`config.mk`:
```
export PLATFORM = sky130hd
export DESIGN_NAME = int32_to_decimal_ascii_flat
export DESIGN_NICKNAME = d
export VERILOG_FILES = /design/src/sv/i2dec_pkg.sv /design/src/sv/i2dec_if.sv /design/src/sv/i2dec_dabble.sv /design/src/sv/int32_to_decimal_ascii.sv /design/src/flat_wrapper.sv
export SDC_FILE = /design/constraint.sdc
export NUM_CORES = 1
export LEC_CHECK = 0
export ABC_AREA = 1
export ABC_CLOCK_PERIOD_IN_PS = 13150
export BUFFER_PORTS_ARGS = -buffer_cell sky130_fd_sc_hd__buf_2
export CORE_ASPECT_RATIO = 1.4
export CORE_MARGIN = 3
export CORE_UTILIZATION = 55
export DETAILED_ROUTE_END_ITERATION = 16
export PLACE_DENSITY_LB_ADDON = 0.08
export SLEW_MARGIN = 5
export SYNTH_ARGS = -nofsm -noshare
export SYNTH_HDL_FRONTEND = slang
export SYNTH_HIERARCHICAL = 1
export SYNTH_SLANG_ARGS = --single-unit
```
`constraint.sdc`:
```
create_clock -name i_clk -period 13.15 [get_ports i_clk]
set_input_delay 1.315 -clock i_clk [delete_from_list [all_inputs] [get_ports i_clk]]
set_output_delay 1.315 -clock i_clk [all_outputs]
set_load 0.02 [all_outputs]
```
`src/sv/i2dec_pkg.sv`:
```
// Package: shared constants and types for the binary to decimal ASCII converter.
`timescale 1ns / 1ps

package i2dec_pkg;

    localparam int VAL_W          = 32;
    localparam int NUM_DIGITS     = 10;
    localparam int BCD_W          = 4 * NUM_DIGITS;
    localparam int NUM_STAGES     = 4;
    localparam int BITS_PER_STAGE = VAL_W / NUM_STAGES;
    localparam int IDX_W          = $clog2(NUM_DIGITS);

    localparam logic [7:0] CHR_ZERO  = 8'h30;
    localparam logic [7:0] CHR_NINE  = 8'h39;
    localparam logic [7:0] CHR_MINUS = 8'h2D;

    typedef logic [3:0] t_digit;

    typedef struct packed {
        logic             neg;
        logic [BCD_W-1:0] bcd;
        logic [VAL_W-1:0] bin;
    } t_stage;

endpackage

```
`src/sv/i2dec_if.sv`:
```
// Interfaces: input number channel and output character channel.
`timescale 1ns / 1ps

interface i2dec_in_if;
    logic        valid;
    logic        ready;
    logic        func;
    logic [31:0] value;

    modport source (output valid, output func, output value, input ready);
    modport sink   (input valid, input func, input value, output ready);
endinterface

interface i2dec_out_if;
    logic       valid;
    logic       ready;
    logic [7:0] char_code;
    logic       last;

    modport source (output valid, output char_code, output last, input ready);
    modport sink   (input valid, input char_code, input last, output ready);
endinterface

```
`src/sv/i2dec_dabble.sv`:
```
// Double-dabble pipeline stage: shift-add-3 over one slice of the binary bits.
`timescale 1ns / 1ps

module i2dec_dabble (
    input  logic               i_clk,
    input  logic               i_rst_n,
    input  logic               i_valid,
    output logic               o_ready,
    input  i2dec_pkg::t_stage  i_data,
    output logic               o_valid,
    input  logic               i_ready,
    output i2dec_pkg::t_stage  o_data
);

    function automatic logic [i2dec_pkg::BCD_W+i2dec_pkg::VAL_W-1:0] f_dabble(
        input logic [i2dec_pkg::BCD_W+i2dec_pkg::VAL_W-1:0] x
    );
        logic [i2dec_pkg::BCD_W+i2dec_pkg::VAL_W-1:0] t;
        t = x;
        for (int it = 0; it < i2dec_pkg::BITS_PER_STAGE; it++) begin
            for (int d = 0; d < i2dec_pkg::NUM_DIGITS; d++) begin
                if (t[i2dec_pkg::VAL_W + 4*d +: 4] >= 4'd5) begin
                    t[i2dec_pkg::VAL_W + 4*d +: 4] = t[i2dec_pkg::VAL_W + 4*d +: 4] + 4'd3;
                end
            end
            t = {t[i2dec_pkg::BCD_W+i2dec_pkg::VAL_W-2:0], 1'b0};
        end
        return t;
    endfunction

    logic              r_valid;
    i2dec_pkg::t_stage r_data;
    i2dec_pkg::t_stage n_data;

    assign o_ready = !r_valid || i_ready;
    assign o_valid = r_valid;
    assign o_data  = r_data;

    always_comb begin
        n_data     = i_data;
        {n_data.bcd, n_data.bin} = f_dabble({i_data.bcd, i_data.bin});
    end

    always_ff @(posedge i_clk) begin
        if (!i_rst_n) begin
            r_valid <= 1'b0;
        end else if (o_ready) begin
            r_valid <= i_valid;
        end
    end

    always_ff @(posedge i_clk) begin
        if (o_ready && i_valid) begin
            r_data <= n_data;
        end
    end

endmodule

```
`src/sv/int32_to_decimal_ascii.sv`:
```
// Top level: 32-bit binary to decimal ASCII character stream converter.
//
//  channel  dir  payload                    transaction
//  i_in     in   func, value[31:0]          one number to convert
//  o_out    out  char_code[7:0], last       one character, last ends the run
//
//  Pipeline: sign/magnitude stage, four double-dabble stages of eight bits each,
//  then a character serializer, each stage with its own register. Serializer
//  sends one character per cycle while o_out is ready; a number is 1 to 11
//  characters (sign plus digits); runs follow with no gap if the next one waits.
//  Reset (synchronous, active low) clears all valid bits; payload is not reset.
//  A stall on o_out backs up through every stage; nothing is dropped or repeated.
`timescale 1ns / 1ps

module int32_to_decimal_ascii (
    input  logic         i_clk,
    input  logic         i_rst_n,
    i2dec_in_if.sink     i_in,
    i2dec_out_if.source  o_out
);

    // sign and magnitude stage
    logic              r_s0_v;
    i2dec_pkg::t_stage r_s0;
    i2dec_pkg::t_stage n_s0;
    logic              w_s0_rdy;

    logic              w_v   [0:i2dec_pkg::NUM_STAGES];
    logic              w_rdy [0:i2dec_pkg::NUM_STAGES];
    i2dec_pkg::t_stage w_st  [0:i2dec_pkg::NUM_STAGES];

    assign w_s0_rdy   = !r_s0_v || w_rdy[0];
    assign i_in.ready = w_s0_rdy;

    always_comb begin
        n_s0.neg = i_in.func & i_in.value[i2dec_pkg::VAL_W-1];
        n_s0.bcd = '0;
        n_s0.bin = n_s0.neg ? (i2dec_pkg::VAL_W)'(0 - i_in.value) : i_in.value;
    end

    always_ff @(posedge i_clk) begin
        if (!i_rst_n) begin
            r_s0_v <= 1'b0;
        end else if (w_s0_rdy) begin
            r_s0_v <= i_in.valid;
        end
    end

    always_ff @(posedge i_clk) begin
        if (w_s0_rdy && i_in.valid) begin
            r_s0 <= n_s0;
        end
    end

    assign w_v[0]  = r_s0_v;
    assign w_st[0] = r_s0;

    // binary to BCD
    for (genvar k = 0; k < i2dec_pkg::NUM_STAGES; k++) begin : g_dabble
        i2dec_dabble u_dabble (
            .i_clk   (i_clk),
            .i_rst_n (i_rst_n),
            .i_valid (w_v[k]),
            .o_ready (w_rdy[k]),
            .i_data  (w_st[k]),
            .o_valid (w_v[k+1]),
            .i_ready (w_rdy[k+1]),
            .o_data  (w_st[k+1])
        );
    end

    // character serializer
    logic                        r_ser_v;
    logic                        r_ser_neg;
    i2dec_pkg::t_digit           r_ser_dig [0:i2dec_pkg::NUM_DIGITS-1];
    logic [i2dec_pkg::IDX_W-1:0] r_ser_idx;
    logic [i2dec_pkg::IDX_W-1:0] w_top;
    logic                        w_ser_last;
    logic                        w_ser_load;

    always_comb begin
        w_top = '0;
        for (int d = 0; d < i2dec_pkg::NUM_DIGITS; d++) begin
            if (w_st[i2dec_pkg::NUM_STAGES].bcd[4*d +: 4] != 4'd0) begin
                w_top = (i2dec_pkg::IDX_W)'(d);
            end
        end
    end

    assign w_ser_last = !r_ser_neg && (r_ser_idx == '0);
    assign w_ser_load = !r_ser_v || (o_out.ready && w_ser_last);
    assign w_rdy[i2dec_pkg::NUM_STAGES] = w_ser_load;

    always_ff @(posedge i_clk) begin
        if (!i_rst_n) begin
            r_ser_v <= 1'b0;
        end else if (w_ser_load) begin
            r_ser_v <= w_v[i2dec_pkg::NUM_STAGES];
        end
    end

    always_ff @(posedge i_clk) begin
        if (w_ser_load && w_v[i2dec_pkg::NUM_STAGES]) begin
            r_ser_neg <= w_st[i2dec_pkg::NUM_STAGES].neg;
            r_ser_idx <= w_top;
            for (int d = 0; d < i2dec_pkg::NUM_DIGITS; d++) begin
                r_ser_dig[d] <= w_st[i2dec_pkg::NUM_STAGES].bcd[4*d +: 4];
            end
        end else if (r_ser_v && o_out.ready) begin
            if (r_ser_neg) begin
                r_ser_neg <= 1'b0;
            end else begin
                r_ser_idx <= r_ser_idx - 1'b1;
            end
        end
    end

    assign o_out.valid     = r_ser_v;
    assign o_out.last      = w_ser_last;
    assign o_out.char_code = r_ser_neg ? i2dec_pkg::CHR_MINUS
                                       : i2dec_pkg::CHR_ZERO + {4'd0, r_ser_dig[r_ser_idx]};

    // checks
    a_minus_not_last: assert property (@(posedge i_clk) disable iff (!i_rst_n)
        (o_out.valid && o_out.char_code == i2dec_pkg::CHR_MINUS) |-> !o_out.last)
        else $error("minus sign flagged as last character");

    a_run_contiguous: assert property (@(posedge i_clk) disable iff (!i_rst_n)
        (o_out.valid && o_out.ready && !o_out.last) |=> o_out.valid)
        else $error("character run broken before last");

    a_digit_range: assert property (@(posedge i_clk) disable iff (!i_rst_n)
        (o_out.valid && o_out.char_code != i2dec_pkg::CHR_MINUS) |->
        (o_out.char_code >= i2dec_pkg::CHR_ZERO && o_out.char_code <= i2dec_pkg::CHR_NINE))
        else $error("character is not a decimal digit");

    a_reset_idle: assert property (@(posedge i_clk)
        !i_rst_n |=> !o_out.valid)
        else $error("output valid after reset");

endmodule
```
`src/flat_wrapper.sv`:
```
// flat-port wrapper written by rule: the top's interface ports become plain ports
module int32_to_decimal_ascii_flat 
  (i_clk, i_rst_n, i_in_valid, i_in_func, i_in_value, i_in_ready, o_out_valid, o_out_char_code, o_out_last, o_out_ready);
  i2dec_in_if i_in_i ();
  i2dec_out_if o_out_i ();
  input  logic i_clk;
  input  logic i_rst_n;
  input wire logic [$bits(i_in_i.valid)-1:0] i_in_valid;
  input wire logic [$bits(i_in_i.func)-1:0] i_in_func;
  input wire logic [$bits(i_in_i.value)-1:0] i_in_value;
  output wire logic [$bits(i_in_i.ready)-1:0] i_in_ready;
  output wire logic [$bits(o_out_i.valid)-1:0] o_out_valid;
  output wire logic [$bits(o_out_i.char_code)-1:0] o_out_char_code;
  output wire logic [$bits(o_out_i.last)-1:0] o_out_last;
  input wire logic [$bits(o_out_i.ready)-1:0] o_out_ready;
  assign i_in_i.valid = i_in_valid;
  assign i_in_i.func = i_in_func;
  assign i_in_i.value = i_in_value;
  assign i_in_ready = i_in_i.ready;
  assign o_out_valid = o_out_i.valid;
  assign o_out_char_code = o_out_i.char_code;
  assign o_out_last = o_out_i.last;
  assign o_out_i.ready = o_out_ready;
  int32_to_decimal_ascii u_core (.i_clk(i_clk), .i_rst_n(i_rst_n), .i_in(i_in_i), .o_out(o_out_i));
endmodule
```
==> out/qor.csv, run 1 <==
stage,metric,value,unit
routing,drt-total-wl,87.2,mm
place,dp_hpwl,74.3,mm
layout,area_growth,7.32,%
sta,setup_viol,0,
grt,antenna_found_initial,1,
grt,grt_overflow,0,
clock_tree,cts_max_path_buffers,3,
floorplanning,initial_core_util,0.559,
setup_path,rrSetupSlack,6710,ps
sta,period_share,0.490,
sta,finalSetupTns,0,ps
floorplanning,row_count,119,
grt,grt_usage,0.216,
sta,relSlewSlack,0.421,
clock_tree,cts_sinks,300,
setup_path,path_class,reg2reg,
sta,finalMaxSlewViolations,0,
sta,worst_pin_slew,866,ps
setup_path,crit_slowest_cell,edfxtp_1,
sta,timing.final.crit_period,6440,ps
routing,vias_per_cell,5.03,
setup_path,critPathMaxFanout,4,
layout,drive_gt1_frac,0.148,
place,port_buffers,44,
layout,post-route-util,0.599,
clock_tree,ctsResizeCount,0,
clock_tree,clkTransAtPathRegs,60,ps
logic_synthesis,syn_area,42200,um^2
grt,grt_pass1_wl,149,mm
sta,hold_viol,0,
clock_tree,clkLatencyLatePin,580,ps
routing,post_drt_wl_per_cell,11.0,um
setup_path,critPathCaptureType,register,
clock_tree,numCtsBuffers,35,
logic_synthesis,synth_warnings,6,
clock_tree,cts_tree,done,
floorplanning,ioPinCount,48,
layout,fin_nets,7245,
floorplanning,fp.dieW,240,um
routing,dr.pass1.iters,4,
place,placed_cell_area,44200,um^2
routing,ant_nets,0,
clock_tree,cts_setup_buffers,0,
layout,final_area,45300,um^2
setup_path,cp-start-kind,register,
floorplanning,fp.dieH,334,um
routing,post-route-drc-count,0,
setup_path,cp.required,13460,ps
sta,rsz0062_at_grt,no,
setup_path,slowest_delay,410,ps
routing,met3_length,1.32,mm
grt,grt_pass1_vias,37200,
min_path,min_path_type,reg2reg,
routing,first_iter_violations,1037,
layout,diodes,0,
routing,vias,40000,
run,drv_cap,0,
routing,routed.top_layer,met5,
logic_synthesis,syn_inst,6757,
clock_tree,cts_hold_buf,0,
run_status,outcome,"finished, final reports clean",
routing,wl_met1,31.5,mm
floorplanning,coreArea,75600,um^2
routing,route.met2.wl,50.4,mm
grt,grt_max_degree,58,
logic_synthesis,syn_area_per_cell,6.25,um^2
sta,finalClockSkew,36.5,ps
clock_tree,htreeDepth,2,
place,place_congestion,0.838,
sta,fmax,0.155,GHz
setup_path,arrival,6750,ps
clock_tree,root_buffer,clkbuf_16,
setup_path,crit_top_cell,nand2_1,
floorplanning,dieArea,80200,um^2
## final cells by class
type,instances,area [um^2]
sequential,300,8910
clock inverter,21,225
timing repair buffer,50,265
clock buffer,40,895
fill,7418,30300
tap,968,1210
multi-input combinational,5396,29400
inverter,1182,4440
## per-layer routing
layer  vias up  GRT usage
met5         -          0
met4         2     0.0947
met3       160     0.0192
met2       274      0.472
met1     17600      0.190
li1      22000          -
## worst max-delay path, delay by kind of cell (launching register included)
| family | cells | cell delay (ps) |
|---|---|---|
| buffers and inverters | 14 | 870 |
| DFF | 1 | 410 |
| adders and majority gates | 8 | 1360 |
| and+or+nand+nor | 37 | 3560 |
## state kept, by name (all words and copies together) (netlist names), named ones only
name and cells:
u_core/r_s0 33, u_core/r_s0_v 1, u_core/g_dabble.u_dabble/o_valid 4, u_core/r_ser_neg 1, u_core/g_dabble.u_dabble/o_data 212, u_core/r_ser_dig 40, u_core/r_ser_idx 4, u_core/o_out.valid 1
## layout by cell type, fill, tap and decap left out, types with 6 or more instances in the layout
cell type,instances
a21o_1,64
a21oi_1,42
a21oi_2,8
a21oi_4,6
a31o_2,8
and2_1,31
and2_4,8
buf_2,44
buf_4,6
clkbuf_16,35
clkinv_1,8
conb_1,133
dfxtp_1,10
edfxtp_1,290
ha_1,243
inv_1,1097
inv_2,80
mux2i_1,9
nand2_1,2492
nand2_2,414
nand2_4,27
nand3_1,750
nand3_2,185
nand3_4,16
nand3b_1,52
nand4_1,168
nor2_1,139
nor2_2,21
nor3_1,8
o211ai_1,30
o21a_1,8
o21ai_0,137
o21ai_1,94
o21ai_2,110
or2_2,18
xnor2_1,22
xor2_1,92
xor2_2,12
xor2_4,8
## path summary, 6_finish.rpt
path                                                         start                                               end  depth (start not counted)
setup / recovery  u_core/g_dabble[1].u_dabble/o_data[64]$_DFFE_PP_  u_core/g_dabble[2].u_dabble/o_data[70]$_DFFE_PP_                         59
hold reg to reg   u_core/g_dabble[1].u_dabble/o_data[17]$_DFFE_PP_  u_core/g_dabble[2].u_dabble/o_data[25]$_DFFE_PP_                          0
setup reg to reg  u_core/g_dabble[1].u_dabble/o_data[64]$_DFFE_PP_  u_core/g_dabble[2].u_dabble/o_data[70]$_DFFE_PP_                         59
hold / removal    u_core/g_dabble[1].u_dabble/o_data[17]$_DFFE_PP_  u_core/g_dabble[2].u_dabble/o_data[25]$_DFFE_PP_                          0
## metrics by stage
stage	worst slack (ps)	hold WS (ps)	std cells
4_1_cts	6710	419	7957
2_1_floorplan	7430	400	6888
3_5_place_dp	6760	405	7896
6_report	6710	416	7957
3_3_place_gp	6960	402	7896
5_1_grt	5810	429	7957
Power of run 1 is left out: the tool's default activity adds up to more than one toggle a clock period on the data nets, which glitch-free logic cannot reach.
==> run 2, diff against run 1 <==
- ABC_CLOCK_PERIOD_IN_PS: 13150 -> 5870
- clock period: 13.15 -> 5.87 ns (I/O delays scaled with it)
==> out/qor.csv, run 2 (synthesized netlist as in run 1, its figures left out) <==
stage,metric,value,unit
routing,vias_per_cell,5.08,
sta,finalMaxSlewViolations,0,
floorplanning,coreArea,75600,um^2
setup_path,critPathCaptureType,register,
routing,post-route-drc-count,0,
sta,hold_viol,0,
clock_tree,clkLatencyLatePin,580,ps
setup_path,r2r_start,u_core/g_dabble[1].u_dabble/o_data[64]$_DFFE_PP_,
floorplanning,dieArea,80200,um^2
layout,final_common_cell,nand2_1,
routing,met3_length,1.44,mm
setup_path,crit_slowest_cell,edfxtp_1,
floorplanning,fp.dieH,334,um
layout,final_cell_mix,"nand2_1, inv_1, nand3_1",
run,drv_cap,0,
sta,rsz0062_at_grt,yes,
sta,relSlewSlack,0.507,
setup_path,cp-start-kind,register,
layout,drive_gt1_frac,0.212,
grt,grt_pass1_wl,157,mm
setup_path,critical-path-top-delay-family,simple AND/OR/NAND/NOR gates,
setup_path,arrival,6340,ps
floorplanning,ioPinCount,48,
layout,fin_cells,8154,
grt,grt_overflow,0,
floorplanning,row_count,119,
routing,drt-total-wl,92.5,mm
min_path,hold_start,i_in_value[0],
routing,ant_nets,0,
routing,dr.pass1.iters,5,
sta,timing.final.crit_period,6020,ps
routing,routed.top_layer,met4,
setup_path,ff2ff_path_depth,55,
place,port_buffers,44,
place,placed_cell_area,44800,um^2
sta,period_share,1.03,
min_path,hold_depth,1,
min_path,holdPathEnd,u_core/r_s0[0]$_DFFE_PP_,
place,placed_cells,7980,
setup_path,rrSetupSlack,-150,ps
clock_tree,htreeDepth,2,
clock_tree,cts_sinks,300,
floorplanning,initial_core_util,0.559,
routing,vias,41400,
clock_tree,clkTransAtPathRegs,60,ps
setup_path,slowest_delay,470,ps
layout,fin_nets,7440,
clock_tree,root_buffer,clkbuf_16,
setup_path,cp.required,6190,ps
layout,final_area,48200,um^2
routing,post_drt_wl_per_cell,11.3,um
sta,fmax,0.166,GHz
setup_path,path_class,reg2reg,
clock_tree,cts_tree,done,
setup_path,path_buf_inv,13,
clock_tree,numCtsBuffers,35,
routing,first_iter_violations,1338,
sta,worst_pin_slew,732,ps
sta,finalClockSkew,27.4,ps
routing,route.met2.wl,54.1,mm
grt,grt_max_degree,50,
sta,setup_viol,3,
clock_tree,cts_max_path_buffers,3,
grt,antenna_found_initial,0,
sta,fin_ws,-148,ps
place,dp_hpwl,74.6,mm
routing,wl_met1,33.0,mm
min_path,min_path_type,in2reg,
layout,largest_register_ffs,212,
grt,grt_usage,0.225,
place,place_congestion,0.833,
clock_tree,cts_hold_buf,0,
setup_path,crit_top_cell,nand2_2,
grt,grt_pass1_vias,39100,
layout,area_growth,14.1,%
setup_path,reg2reg_to,u_core/g_dabble[2].u_dabble/o_data[70]$_DFFE_PP_,
setup_path,critPathMaxFanout,3,
floorplanning,fp.dieW,240,um
run_status,violations,negative setup slack,
run_status,outcome,"finished, violations left",
layout,diodes,0,
## run 2: cell types whose count changed in the layout (fill, tap and decap cells not counted), sizes merged
| cell | previous run | this run |
|---|---|---|
| buf | 50 | 245 |
| bufinv | 2 | 5 |
| clkbuf | 40 | 42 |
| clkinv | 16 | 13 |
| clkinvlp | 3 | 2 |
| inv | 1182 | 1183 |
## run 2: cell type report
class,instances,area (um^2)
repair buffers,245,1770
well taps,968,1210
flip-flops and latches,300,8910
fillers,7011,27400
clock inverters,21,285
clock buffers,42,996
multi-input cells,5396,30600
inverters,1182,4440
## run 2: worst max path at each step
stage / cells past startpoint / from / end / slack (ps)
floorplan: 59 / u_core/g_dabble[0].u_dabble/o_data[64]$_DFFE_PP_ / u_core/g_dabble[1].u_dabble/o_data[69]$_DFFE_PP_ / 150
global placement: 59 / u_core/g_dabble[1].u_dabble/o_data[68]$_DFFE_PP_ / u_core/g_dabble[2].u_dabble/o_data[69]$_DFFE_PP_ / -40
detailed placement: 59 / u_core/g_dabble[1].u_dabble/o_data[68]$_DFFE_PP_ / u_core/g_dabble[2].u_dabble/o_data[69]$_DFFE_PP_ / -240
CTS: 59 / u_core/g_dabble[2].u_dabble/o_data[68]$_DFFE_PP_ / u_core/g_dabble[3].u_dabble/o_data[69]$_DFFE_PP_ / 4
global route: 59 / u_core/g_dabble[1].u_dabble/o_data[64]$_DFFE_PP_ / u_core/g_dabble[2].u_dabble/o_data[70]$_DFFE_PP_ / -510
finish: 55 / u_core/g_dabble[1].u_dabble/o_data[64]$_DFFE_PP_ / u_core/g_dabble[2].u_dabble/o_data[70]$_DFFE_PP_ / -150
## run 2: stage by stage
stage                      util  setup WS (ps)  hold WS (ps)  TNS, ps
after global routing      0.637           -512           184    -3130
after floorplan               -            151           400        0
after CTS                 0.621           3.72           171        0
after global placement    0.593          -43.0           403     -154
after detailed placement  0.593           -239           405    -1300
final                     0.637           -148           205     -294
## run 2: what timing repair did
item | CTS | global route
hold endpoints to repair | 0 | 0
setup buffers | 77 | 41
gates resized for setup | 81 | 284
pin swaps | 41 | 111
setup endpoints to repair | 6 | 54
## run 2: layer usage
layer / vias to the layer above / GRT usage
met1: 18500 / 0.200
met2: 304 / 0.496
met4: 0 / 0.0888
met5: - / 0
met3: 181 / 0.0190
li1: 22400 / -
Power of run 2 is left out for the same reason.
